==> src/rtl/core/mcd_pkg.sv <==
`timescale 1ns / 1ps

package mcd_pkg;

  localparam int MAX_SYMBOL_LEN = 5;
  localparam int SYM_BITS_W = 5;
  localparam int SYM_LEN_W = 3;
  localparam int RUN_W = 4;
  localparam int GAP_W = 4;

  localparam logic [GAP_W-1:0] GAP_RESET = GAP_W'(3);
  localparam logic [RUN_W-1:0] RUN_MAX = '1;

  localparam logic [7:0] CH_SPACE = 8'h20;
  localparam logic [7:0] CH_DOT = 8'h2e;
  localparam logic [7:0] CH_DASH = 8'h2d;
  localparam logic [7:0] CH_NONE = 8'h00;

  typedef struct packed {
    logic [SYM_BITS_W-1:0] symbol_bits;
    logic [SYM_LEN_W-1:0] symbol_length;
    logic symbol_invalid;
    logic in_symbol;
    logic [RUN_W-1:0] space_run;
    logic emitted_any;
    logic pending_space;
  } dec_state_t;

  typedef struct packed {
    logic [7:0] out_char;
    logic message_end;
    logic last_of_run;
  } result_t;

  function automatic logic [7:0] lookup_symbol(input logic [SYM_LEN_W-1:0] len,
                                               input logic [SYM_BITS_W-1:0] bits);
    logic [7:0] ch;
    ch = CH_NONE;
    case ({len, bits})
      {3'd2, 5'd2}:  ch = 8'h41;
      {3'd4, 5'd1}:  ch = 8'h42;
      {3'd4, 5'd5}:  ch = 8'h43;
      {3'd3, 5'd1}:  ch = 8'h44;
      {3'd1, 5'd0}:  ch = 8'h45;
      {3'd4, 5'd4}:  ch = 8'h46;
      {3'd3, 5'd3}:  ch = 8'h47;
      {3'd4, 5'd0}:  ch = 8'h48;
      {3'd2, 5'd0}:  ch = 8'h49;
      {3'd4, 5'd14}: ch = 8'h4a;
      {3'd3, 5'd5}:  ch = 8'h4b;
      {3'd4, 5'd2}:  ch = 8'h4c;
      {3'd2, 5'd3}:  ch = 8'h4d;
      {3'd2, 5'd1}:  ch = 8'h4e;
      {3'd3, 5'd7}:  ch = 8'h4f;
      {3'd4, 5'd6}:  ch = 8'h50;
      {3'd4, 5'd11}: ch = 8'h51;
      {3'd3, 5'd2}:  ch = 8'h52;
      {3'd3, 5'd0}:  ch = 8'h53;
      {3'd1, 5'd1}:  ch = 8'h54;
      {3'd3, 5'd4}:  ch = 8'h55;
      {3'd4, 5'd8}:  ch = 8'h56;
      {3'd3, 5'd6}:  ch = 8'h57;
      {3'd4, 5'd9}:  ch = 8'h58;
      {3'd4, 5'd13}: ch = 8'h59;
      {3'd4, 5'd3}:  ch = 8'h5a;
      {3'd5, 5'd30}: ch = 8'h31;
      {3'd5, 5'd28}: ch = 8'h32;
      {3'd5, 5'd24}: ch = 8'h33;
      {3'd5, 5'd16}: ch = 8'h34;
      {3'd5, 5'd0}:  ch = 8'h35;
      {3'd5, 5'd1}:  ch = 8'h36;
      {3'd5, 5'd3}:  ch = 8'h37;
      {3'd5, 5'd7}:  ch = 8'h38;
      {3'd5, 5'd15}: ch = 8'h39;
      {3'd5, 5'd31}: ch = 8'h30;
      default:       ch = CH_NONE;
    endcase
    return ch;
  endfunction

endpackage

==> src/rtl/core/mcd_step.sv <==
`timescale 1ns / 1ps

module mcd_step import mcd_pkg::*; (
  input  dec_state_t       state,
  input  logic [7:0]       char_code,
  input  logic             end_of_message,
  input  logic [GAP_W-1:0] word_gap_length,
  output dec_state_t       state_next,
  output result_t          res0,
  output result_t          res1,
  output logic [1:0]       res_count
);

  logic ws;
  logic [7:0] ch_ws;
  logic [7:0] ch_eom;
  logic [RUN_W-1:0] run_inc;

  assign ws = (char_code == CH_SPACE) || (char_code >= 8'd9 && char_code <= 8'd13);
  assign ch_ws = state.symbol_invalid ? CH_NONE :
                 lookup_symbol(state.symbol_length, state.symbol_bits);

  always_comb begin
    dec_state_t s;
    logic [1:0] n;
    result_t r0;
    result_t r1;
    s = state;
    n = 2'd0;
    r0 = '0;
    r1 = '0;
    run_inc = (s.space_run == RUN_MAX) ? s.space_run : s.space_run + RUN_W'(1);
    ch_eom = CH_NONE;

    if (ws) begin
      if (s.in_symbol) begin
        s.in_symbol = 1'b0;
        s.symbol_bits = '0;
        s.symbol_length = '0;
        s.symbol_invalid = 1'b0;
        if (ch_ws != CH_NONE) begin
          if (s.pending_space && s.emitted_any) begin
            r0.out_char = CH_SPACE;
            r1.out_char = ch_ws;
            n = 2'd2;
          end else begin
            r0.out_char = ch_ws;
            n = 2'd1;
          end
          s.emitted_any = 1'b1;
          s.pending_space = 1'b0;
        end else if (s.emitted_any) begin
          s.pending_space = 1'b1;
        end
      end
      s.space_run = run_inc;
      if (s.space_run >= word_gap_length && s.emitted_any) begin
        s.pending_space = 1'b1;
      end
    end else begin
      s.space_run = '0;
      if (!s.in_symbol) begin
        s.in_symbol = 1'b1;
        s.symbol_bits = '0;
        s.symbol_length = '0;
        s.symbol_invalid = 1'b0;
      end
      if (char_code == CH_DOT || char_code == CH_DASH) begin
        if (s.symbol_length >= SYM_LEN_W'(MAX_SYMBOL_LEN)) begin
          s.symbol_invalid = 1'b1;
        end else begin
          if (char_code == CH_DASH) begin
            s.symbol_bits = s.symbol_bits | (SYM_BITS_W'(1) << s.symbol_length);
          end
          s.symbol_length = s.symbol_length + SYM_LEN_W'(1);
        end
      end else begin
        s.symbol_invalid = 1'b1;
      end
    end

    if (end_of_message) begin
      if (s.in_symbol && !s.symbol_invalid) begin
        ch_eom = lookup_symbol(s.symbol_length, s.symbol_bits);
      end
      // only the non-whitespace path can leave a symbol open here, so n is 0
      if (ch_eom != CH_NONE && s.pending_space && s.emitted_any) begin
        r0.out_char = CH_SPACE;
        r1.out_char = ch_eom;
        r1.message_end = 1'b1;
        n = 2'd2;
      end else if (n == 2'd0) begin
        r0.out_char = ch_eom;
        r0.message_end = 1'b1;
        n = 2'd1;
      end else if (n == 2'd1) begin
        r0.message_end = 1'b1;
      end else begin
        r1.message_end = 1'b1;
      end
      s = '0;
    end

    if (n == 2'd2) begin
      r1.last_of_run = 1'b1;
    end else begin
      r0.last_of_run = 1'b1;
    end

    state_next = s;
    res0 = r0;
    res1 = r1;
    res_count = n;
  end

endmodule

==> src/rtl/core/morse_code_decoder.sv <==
`timescale 1ns / 1ps

// Morse text decoder.
// Input stream: s_axis_tdata carries one text byte ('.', '-', whitespace or
// anything else), s_axis_tlast marks the final byte of a message.
// Output stream: m_axis_tdata is the decoded ASCII letter, digit or space
// (0 on a bare end-of-message), m_axis_tlast marks the final result of the
// message, m_axis_tuser marks the last result caused by one input request.
// cfg_wr_en / cfg_wr_data write the word-gap length; write only while idle.
// An accepted request waits in the input register, then its results move
// to the two-entry output buffer. A request gives zero, one or two results;
// one with zero or one result is taken every cycle while the receiver does
// not stall, one with two results holds the output until both are taken.
// Reset clears all decode state, sets the word gap to 3 and empties both
// pipeline stages. When the receiver stalls, the output buffer holds and
// the input register fills, then s_axis_tready drops.
module morse_code_decoder import mcd_pkg::*; (
  input  logic             clk,
  input  logic             rst,
  input  logic             s_axis_tvalid,
  output logic             s_axis_tready,
  input  logic [7:0]       s_axis_tdata,   // [7:0] char_code
  input  logic             s_axis_tlast,   // end_of_message
  output logic             m_axis_tvalid,
  input  logic             m_axis_tready,
  output logic [7:0]       m_axis_tdata,   // [7:0] out_char
  output logic             m_axis_tlast,   // message_end
  output logic             m_axis_tuser,   // [0] last_of_run
  input  logic             cfg_wr_en,
  input  logic [GAP_W-1:0] cfg_wr_data
);

  logic [GAP_W-1:0] word_gap_length;
  dec_state_t state;
  dec_state_t state_next;

  logic in_valid;
  logic [7:0] in_char;
  logic in_eom;

  result_t buf0;
  result_t buf1;
  logic [1:0] buf_count;

  result_t res0;
  result_t res1;
  logic [1:0] res_count;

  logic pop;
  logic adv;

  assign pop = m_axis_tvalid && m_axis_tready;
  assign adv = in_valid && (buf_count == 2'd0 || (buf_count == 2'd1 && pop));
  assign s_axis_tready = !in_valid || adv;

  assign m_axis_tvalid = (buf_count != 2'd0);
  assign m_axis_tdata = buf0.out_char;
  assign m_axis_tlast = buf0.message_end;
  assign m_axis_tuser = buf0.last_of_run;

  mcd_step u_step (
    .state           (state),
    .char_code       (in_char),
    .end_of_message  (in_eom),
    .word_gap_length (word_gap_length),
    .state_next      (state_next),
    .res0            (res0),
    .res1            (res1),
    .res_count       (res_count)
  );

  always_ff @(posedge clk) begin
    if (rst) begin
      word_gap_length <= GAP_RESET;
    end else if (cfg_wr_en) begin
      word_gap_length <= cfg_wr_data;
    end
  end

  always_ff @(posedge clk) begin
    if (rst) begin
      in_valid <= 1'b0;
    end else if (s_axis_tready) begin
      in_valid <= s_axis_tvalid;
    end
  end

  always_ff @(posedge clk) begin
    if (s_axis_tready && s_axis_tvalid) begin
      in_char <= s_axis_tdata;
      in_eom <= s_axis_tlast;
    end
  end

  always_ff @(posedge clk) begin
    if (rst) begin
      state <= '0;
    end else if (adv) begin
      state <= state_next;
    end
  end

  always_ff @(posedge clk) begin
    if (rst) begin
      buf_count <= 2'd0;
    end else if (adv) begin
      buf_count <= res_count;
    end else if (pop) begin
      buf_count <= buf_count - 2'd1;
    end
  end

  always_ff @(posedge clk) begin
    if (adv) begin
      buf0 <= res0;
      buf1 <= res1;
    end else if (pop) begin
      buf0 <= buf1;
    end
  end

endmodule
==> config.mk <==
export PLATFORM = sky130hd
export DESIGN_NAME = morse_code_decoder
export DESIGN_NICKNAME = d
export VERILOG_FILES = /design/src/rtl/core/mcd_pkg.sv /design/src/rtl/core/mcd_step.sv /design/src/rtl/core/morse_code_decoder.sv
export SDC_FILE = /design/constraint.sdc
export NUM_CORES = 1
export LEC_CHECK = 0
export BUFFER_PORTS_ARGS = -buffer_cell sky130_fd_sc_hd__buf_2
export CAP_MARGIN = 20
export CORE_MARGIN = 8
export CORE_UTILIZATION = 62
export CTS_BUF_LIST = sky130_fd_sc_hd__clkbuf_16
export DETAILED_ROUTE_END_ITERATION = 8
export PLACE_DENSITY = 0.81
export SKIP_CTS_REPAIR_TIMING = 1
export SYNTH_ARGS = -nofsm -noshare
export SYNTH_HDL_FRONTEND = slang
export SYNTH_HIERARCHICAL = 1
export SYNTH_SLANG_ARGS = --single-unit
==> constraint.sdc <==
create_clock -name clk -period 4.4 [get_ports clk]
set_clock_uncertainty 0.15 [all_clocks]
set_input_delay 0.22 -clock clk [delete_from_list [all_inputs] [get_ports clk]]
set_output_delay 0.22 -clock clk [all_outputs]
set_load 0.01 [all_outputs]
After elaboration in Yosys (flattened, before gate mapping):

Cells that the tools add are included.

* flip-flop bits (word level): 52
* latch bits: 0
* bits in writable memories: 0
* ROM bits: 0
* output and inout port bits: 12
* memories: 0

* add/sub/neg operators: 3
* multipliers: 0
* div/mod/pow operators: 0
* $lt $le $gt $ge: 4
* equality and inequality tests: 79
* shifts and indexed selects: 1
* mux-type cells: 55
* bitwise operators: 1
* reductions and logical operators: 22

Operators with widths (count)
* 7-bit one-hot mux with 36 select lines: 2
* 8-bit == test (second input constant): 44
* 8-bit by 7-bit == test with 1-bit output (second input constant): 24
* 8-bit 2-to-1 mux: 15
* 8-bit by 6-bit == test with 1-bit output (second input constant): 7
* 10-bit 2-to-1 mux: 5
* 2-bit 2-to-1 mux: 12
* 9-bit 2-to-1 mux: 2
* 16-bit 2-to-1 mux: 1
* 8-bit nonzero test: 2
* 1-bit 2-to-1 mux: 14
* 14-bit 2-to-1 mux: 1
* 1-bit logical AND: 10
* 8-bit by 4-bit greater-or-equal comparator with 1-bit output (second input constant): 1
* 8-bit by 4-bit less-or-equal comparator with 1-bit output (second input constant): 1
* 7-bit 2-to-1 mux: 1
* 5-bit 2-to-1 mux: 1
* 5-bit OR: 1
* 1-bit by 3-bit left shift with 5-bit output (first input constant): 1
* 4-bit by 1-bit adder with 4-bit output (second input constant): 1
* 2-bit by 1-bit == test with 1-bit output (second input constant): 2
* 4-bit == test (second input constant): 1
* 4-bit greater-or-equal comparator: 1
* 2-bit zero test: 2
* other kinds (8): 13

Depth between registers and ports, before layout:

Gate-level depths: netlist of the first run.

* depth after elaboration: 22
* gate-level depth with buffers: 17
* depth with buffers taken out: 16

Cells and area by module:

Netlist of the first run, hierarchy kept.

By module, submodules not included
* mcd_step: instances 1, cells an instance 457, area an instance 2708.8 µm²
* morse_code_decoder: instances 1, cells an instance 151, area an instance 1963.1 µm²

Worst setup path before layout of the first run:

No wires, ideal clock.

* kind: reg-to-reg
* from: register in_char[2]
* to: register buf0 (netlist bit m_axis_tdata[5]), data pin
* setup time: 0.260 ns
* data arrival time: 3.358 ns
* data required time: 3.990 ns
* path slack: 0.632 ns
* cell stages (with the launch flop): 12
* path buffers: 0
* clock period less this slack: 3.768 ns
* cells stage by stage: edfxtp_1 -> or4b_4 -> a211oi_2 -> nor3_2 -> a22oi_4 -> or2_1 -> a211oi_1 -> a211o_1 -> a221o_1 -> o211a_1 -> or3_1 -> mux2_2

RTL lines
* start, declared: line morse_code_decoder.sv:38 `logic [7:0] in_char;`
* start signal, assigned: line morse_code_decoder.sv:90 `in_char <= s_axis_tdata;`
* end signal, assigned: line morse_code_decoder.sv:115 `buf0 <= res0;`
* end signal, assigned: line morse_code_decoder.sv:118 `buf0 <= buf1;`
* end, declared: line morse_code_decoder.sv:41 `result_t buf0;`

==> results.ini, run 1 <==
[worst_setup_path]
crit_path_max_fanout = 7
cp.required_ns = 4.30
critical_path_buf_inv_count = 0
start_kind = flip-flop
end_kind = flip-flop
r2r-start = in_char[2]
cp_cell_sequence = or4b_4 > a211o_1 > nand2_1 > a2111o_1 > and2_0 > o31ai_1 > a211o_1 > a221o_1 > o211a_1 > or3_1 > mux2_2
crit_family = compound AO/OA/AOI/OAI gates
reg2regPathDepth = 11
cp_common_cell = a211o_1
reg2reg_slack_ns = 0.18
cp_slowest_stage_delay_ns = 0.60
worstPathArrival_ns = 4.11
path_class = reg -> reg
worst_r2r_endpoint = m_axis_tdata[5]
slowest_stage = or4b_4
critPathLaunch = in_char[2]

[yosys]
yosys_warnings = 6
synth_compound_area_share_pct = 30.16
synth_top_family_by_area = compound AO/OA/AOI/OAI gates
synth_edf_count = 29
postSynthAreaPerCell_um2 = 7.684
synth_fa_ha_area_share_pct = 1.875
synthSimpleGateAreaFrac_pct = 28.60
ys_seq_elements = 52
syn_area_mm2 = 0.004672
ys.flop_type = edfxtp_1
yosysSeqAreaShare_pct = 28.49
synthXorXnorAreaFrac_pct = 0.9373
netlist_top_cells_area = edfxtp_1 (19%), dfxtp_1 (9.9%), a21oi_1 (5.8%)
synth_top_cell_by_area = edfxtp_1
synthArstFlopShare_pct = 0
synthMuxAreaShare_pct = 4.071
synthCells = 608
netlist.area_leader.share_pct = 18.64
ys_types = 80

[route]
vias = 5270
drcViolationCount = 0
first_pass_iters = 8
drt_iter0_drc = 632
vias_per_cell = 7.151
wire_per_inst_um = 21.01
finalWirelength_um = 15480
postRouteAntennaNets = 0

[min_path]
hold_path_class = in -> reg
min_from = s_axis_tvalid
hold_path_end = in_valid
holdPathStages = 3

[final_layout]
drive_gt1_share_pct = 14.89
seq_area_mm2 = 0.001331
multiInputGateArea_mm2 = 0.003074
final_cell_mix = nor2_1 (60), a21oi_1 (54), nand2_1 (42), o21ai_0 (42), nand3_1 (36)
finalNetCount = 662
layout_commonest_cell = nor2_1
insertedDiodeCount = 0
area_delta_synth_final_pct = 11.54
n_fill_cell = 598

[place]
dp_hpwl_um = 10990
gp_congestion = 1.053
post-place-ws_ns = 0.2937
io_buffer_count = 29

[clock_tree]
insertion_delay_ns = 0.29
cts_buffers = 5
clock_sinks = 52
clk_pin_slew_ns = 0.07
cts_tree = yes
cts_max_path_buffers = 2
htreeDepth = 2
cts_root_buf = clkbuf_16

[global_route]
grt_pass1_wl_um = 24300
grt_max_degree = 24
grt.total_usage_pct = 28.80
antenna_found_initial = 0
grt_overflow = 0
grt_pass1_vias = 4731

[sta]
finalSetupViolations = 0
period_minus_slack_ns = 4.218
layout_worst_path_cycle_share_pct = 95.86
tightest_slew_ns = 0.7929
fin_ws_ns = 0.1821
max_slew_margin_pct = 47.07
hold_violations = 0
grt_setup_unrepaired = false
max_freq_mhz = 237.1
finalSetupTns_ns = 0
fin_hold_ws_ns = 0.01603
slew_viol_final = 0

[die]
die-area_mm2 = 0.01057
fp.dieW_um = 102.8
rows = 31
die-height_um = 102.8
ioPinCount = 30
core-area_mm2 = 0.007292
start_util_pct = 64.07

[outcome]
status = complete, no violations

[flow_run]
timing.max_cap.violations = 0

[power_and_ir_drop]
p_per_area_mw_per_mm2 = 232.5
p_leak_nw = 2.032
worst_ir_drop_vdd_mv = 0.2537

[per-stage QoR]
stage	power [mW]	utilization (%)	cell area (µm²)	std cells
finish	1.212	71.47	5211	737
global route	1.260	71.47	5211	737
global placement	0.7994	67.86	4949	718
CTS	1.201	69.96	5101	726
floorplan	0.7488	-	4676	609
detailed placement	0.8104	67.86	4949	718
[cells in the mapped netlist, drive strengths merged, types with 11 or more instances]
master	instances
nor2	60
a21oi	56
o21ai	46
nand2	43
nand3	36
clkbuf	35
edfxtp	29
dfxtp	23
nand2b	17
nor3	17
buf	14
nor2b	14
inv	13
o22ai	12
a211oi	11
mux2	11
[how the worst max path moves through the flow]
stage                       to  slack (ns)  cells after the start
2_1_floorplan  m_axis_tdata[5]        0.63                     11
3_3_place_gp   m_axis_tdata[5]        0.40                     11
3_5_place_dp   m_axis_tdata[5]        0.29                     11
4_1_cts        m_axis_tdata[5]        0.27                     11
5_1_grt        m_axis_tdata[5]        0.04                     12
6_report       m_axis_tdata[5]        0.18                     11
[flip-flops by register name, indices dropped and copies added, names as in the netlist]
name and cells:
word_gap_length 4, in_eom 1, in_valid 1, in_char 8, m_axis_tlast 1, state 16
m_axis_tuser 1, buf_count 2, buf1 10, m_axis_tdata 8
[report_power, final]
| part | leakage, nW | total [mW] | switching (mW) | internal, mW |
|---|---|---|---|---|
| logic | 1.50 | 0.222 | 0.138 | 0.0844 |
| clock network | 0.0719 | 0.397 | 0.181 | 0.216 |
| registers | 0.465 | 0.593 | 0.0312 | 0.562 |
[worst reg2reg max path, stage by stage, from the launching register on]
cell,delay (ns)
edfxtp_1,0.48
or4b_4,0.60
a211o_1,0.36
nand2_1,0.23
a2111o_1,0.19
and2_0,0.29
o31ai_1,0.14
a211o_1,0.34
a221o_1,0.31
o211a_1,0.26
or3_1,0.37
mux2_2,0.28
[per-layer routing]
metal	wire, µm	up-vias	part of all wire (%)	global-route usage [%]
met5	0	-	0	0
met3	1632	68	11	4.727
li1	-	2355	-	-
met4	665	0	4.3	9.677
met1	6189	2477	40	38.38
met2	6994	370	45	46.15
[cells by family after synthesis]
logic type	count (synthesis)
buf+inv	62
simple gates	254
other cells	1
flops	52
mux	15
xor+xnor	5
fa+ha+maj	7
compound gates	212
[final cells by class]
type | instances | share of cell area [%]
clock buffer | 5 | 2.401
clock inverter | 3 | 0.5282
inverter | 13 | 0.9364
multi-input combinational | 495 | 58.99
sequential | 52 | 25.55
tap | 99 | 2.377
timing repair buffer | 70 | 9.220
Note: power is estimated with default switching activity, not from simulation.
==> run 2: changes to the inputs <==
--- a/config.mk
+++ b/config.mk
@@ -7,11 +7,13 @@
 export LEC_CHECK = 0
 export BUFFER_PORTS_ARGS = -buffer_cell sky130_fd_sc_hd__buf_2
 export CAP_MARGIN = 20
+export CELL_PAD_IN_SITES_DETAIL_PLACEMENT = 0
+export CELL_PAD_IN_SITES_GLOBAL_PLACEMENT = 1
 export CORE_MARGIN = 8
-export CORE_UTILIZATION = 62
+export CORE_UTILIZATION = 46
 export CTS_BUF_LIST = sky130_fd_sc_hd__clkbuf_16
 export DETAILED_ROUTE_END_ITERATION = 8
-export PLACE_DENSITY = 0.81
+export PLACE_DENSITY_LB_ADDON = 0.1
 export SKIP_CTS_REPAIR_TIMING = 1
 export SYNTH_ARGS = -nofsm -noshare
 export SYNTH_HDL_FRONTEND = slang
==> results.ini, run 2 (synthesized netlist as in run 1, its figures left out) <==
[power_and_ir_drop]
power.total_mw = 1.201  ; was 1.212 mW
p_leak_nw = 2.091  ; was 2.032 nW
p_per_area_mw_per_mm2 = 224.7  ; was 232.5 mW/mm²
worst_ir_drop_vdd_mv = 0.1816  ; was 0.2537 mV

[die]
die-height_um = 116.8  ; was 102.8 µm
rows = 36  ; was 31
core-area_mm2 = 0.009819  ; was 0.007292 mm²
start_util_pct = 47.58  ; was 64.07%
die-area_mm2 = 0.01364  ; was 0.01057 mm²
ioPinCount = 30  ; unchanged
fp.dieW_um = 116.8  ; was 102.8 µm

[route]
vias = 5001  ; was 5270
wire_per_inst_um = 19.80  ; was 21.01 µm
first_pass_iters = 5  ; was 8
vias_per_cell = 6.379  ; was 7.151
finalWirelength_um = 15530  ; was 15480 µm
drt_iter0_drc = 488  ; was 632
postRouteAntennaNets = 0  ; unchanged
drcViolationCount = 0  ; unchanged

[sta]
fin_ws_ns = 0.1101  ; was 0.1821 ns
layout_worst_path_cycle_share_pct = 97.50  ; was 95.86%
finalSetupViolations = 0  ; unchanged
max_freq_mhz = 233.1  ; was 237.1 MHz
fin_hold_ws_ns = 0.01151  ; was 0.01603 ns
grt_setup_unrepaired = false  ; unchanged
slew_viol_final = 0  ; unchanged
hold_violations = 0  ; unchanged
tightest_slew_ns = 0.8492  ; was 0.7929 ns
max_slew_margin_pct = 42.59  ; was 47.07%
finalSetupTns_ns = 0  ; unchanged
period_minus_slack_ns = 4.290  ; was 4.218 ns

[final_layout]
insertedDiodeCount = 0  ; unchanged
drive_gt1_share_pct = 16.59  ; was 14.89%
final_cells = 784  ; was 737
largestRegisters = state: 16 flops, buf1: 10 flops  ; unchanged
postLayoutCoreUtil_pct = 54.43  ; was 71.47%
finalNetCount = 675  ; was 662
area_delta_synth_final_pct = 14.41  ; was 11.54%
top_register = state  ; unchanged
seq_area_mm2 = 0.001331  ; unchanged
largest_reg_flops = 16  ; unchanged
n_fill_cell = 973  ; was 598
final_cell_area_mm2 = 0.005345  ; was 0.005211 mm²
layout_commonest_cell = nor2_1  ; unchanged
multiInputGateArea_mm2 = 0.003074  ; unchanged
final_cell_mix = nor2_1 (60), a21oi_1 (54), buf_4 (43), nand2_1 (42), o21ai_0 (42)  ; was nor2_1 (60), a21oi_1 (54), nand2_1 (42), o21ai_0 (42), nand3_1 (36)

[place]
dp_hpwl_um = 11470  ; was 10990 µm
dp.cells = 765  ; was 718
place_area_mm2 = 0.005089  ; was 0.004949 mm²
gp_congestion = 1.011  ; was 1.053
post-place-ws_ns = 0.2299  ; was 0.2937 ns
io_buffer_count = 29  ; unchanged

[clock_tree]
insertion_delay_ns = 0.29  ; about the same
cts_buffers = 5  ; unchanged
cts_root_buf = clkbuf_16  ; unchanged
clock_sinks = 52  ; unchanged
cts_tree = yes  ; unchanged
htreeDepth = 2  ; unchanged
clk_pin_slew_ns = 0.08  ; was 0.07 ns
cts_max_path_buffers = 2  ; unchanged

[global_route]
grt.total_usage_pct = 22.55  ; was 28.80%
grt_max_degree = 24  ; unchanged
grt_overflow = 0  ; unchanged
antenna_found_initial = 0  ; unchanged
grt_pass1_vias = 4701  ; was 4731
grt_pass1_wl_um = 24370  ; was 24300 µm

[worst_setup_path]
critical_path_buf_inv_count = 1  ; was 0
crit_path_max_fanout = 12  ; was 7
cp_common_cell = or3_1  ; was a211o_1
cp_cell_sequence = or4b_4 > a2111oi_0 > a31o_2 > a21oi_2 > or3_1 > or3_1 > o31ai_1 > a221o_1 > o211a_1 > buf_4 > a21oi_1 > mux2_4  ; was or4b_4 > a211o_1 > nand2_1 > a2111o_1 > and2_0 > o31ai_1 > a211o_1 > a221o_1 > o211a_1 > or3_1 > mux2_2
end_kind = flip-flop  ; unchanged
start_kind = flip-flop  ; unchanged
cp.required_ns = 4.30  ; about the same
worstPathArrival_ns = 4.19  ; was 4.11 ns
crit_family = compound AO/OA/AOI/OAI gates  ; unchanged
cp_slowest_stage_delay_ns = 0.60  ; about the same
reg2regPathDepth = 12  ; was 11
path_class = reg -> reg  ; unchanged
worst-path-stages = 12  ; was 11
slowest_stage = a2111oi_0  ; was or4b_4

[min_path]
holdPathStages = 3  ; unchanged
hold_path_class = in -> reg  ; unchanged

[flow_run]
timing.max_cap.violations = 0  ; unchanged

[outcome]
status = complete, no violations  ; unchanged

[run 2: final cells by class]
| cell class | instances | share of cell area (%) |
|---|---|---|
| Clock buffer | 5 | 2.341 |
| Clock inverter | 3 | 0.3979 |
| Inverter | 13 | 0.9129 |
| Multi-Input combinational cell | 495 | 57.51 |
| Sequential cell | 52 | 24.91 |
| Tap cell | 133 | 3.113 |
| Timing Repair Buffer | 83 | 10.81 |
[run 2: worst paths after layout]
path / startpoint / to / slack [ns]
setup / recovery: in_char[2] / m_axis_tdata[6] / 0.11
setup reg to reg: in_char[2] / m_axis_tdata[6] / 0.11
hold reg to reg: word_gap_length[3] / word_gap_length[3] / 0.34
hold / removal: cfg_wr_data[3] / word_gap_length[3] / 0.01
[run 2: worst reg2reg max path: cells and delay by family (launching register included)]
kind / cells / cell delay (ns)
compound gates: 7 / 1.50
simple gates: 3 / 1.48
flops: 1 / 0.45
mux: 1 / 0.29
buf+inv: 1 / 0.19
[run 2: power breakdown]
| group | internal (mW) | switching [mW] | leakage [nW] |
|---|---|---|---|
| combinational | 0.0855 | 0.139 | 1.56 |
| clock | 0.212 | 0.177 | 0.0664 |
| sequential | 0.562 | 0.0249 | 0.465 |
[run 2: metal layers]
| layer | up-vias | part of all wire [%] | global-route usage (%) |
|---|---|---|---|
| met3 | 40 | 8.6 | 3.284 |
| met2 | 259 | 45 | 34.66 |
| li1 | 2363 | - | - |
| met5 | - | 0 | 0 |
| met1 | 2339 | 43 | 30.74 |
| met4 | 0 | 3.5 | 9.812 |
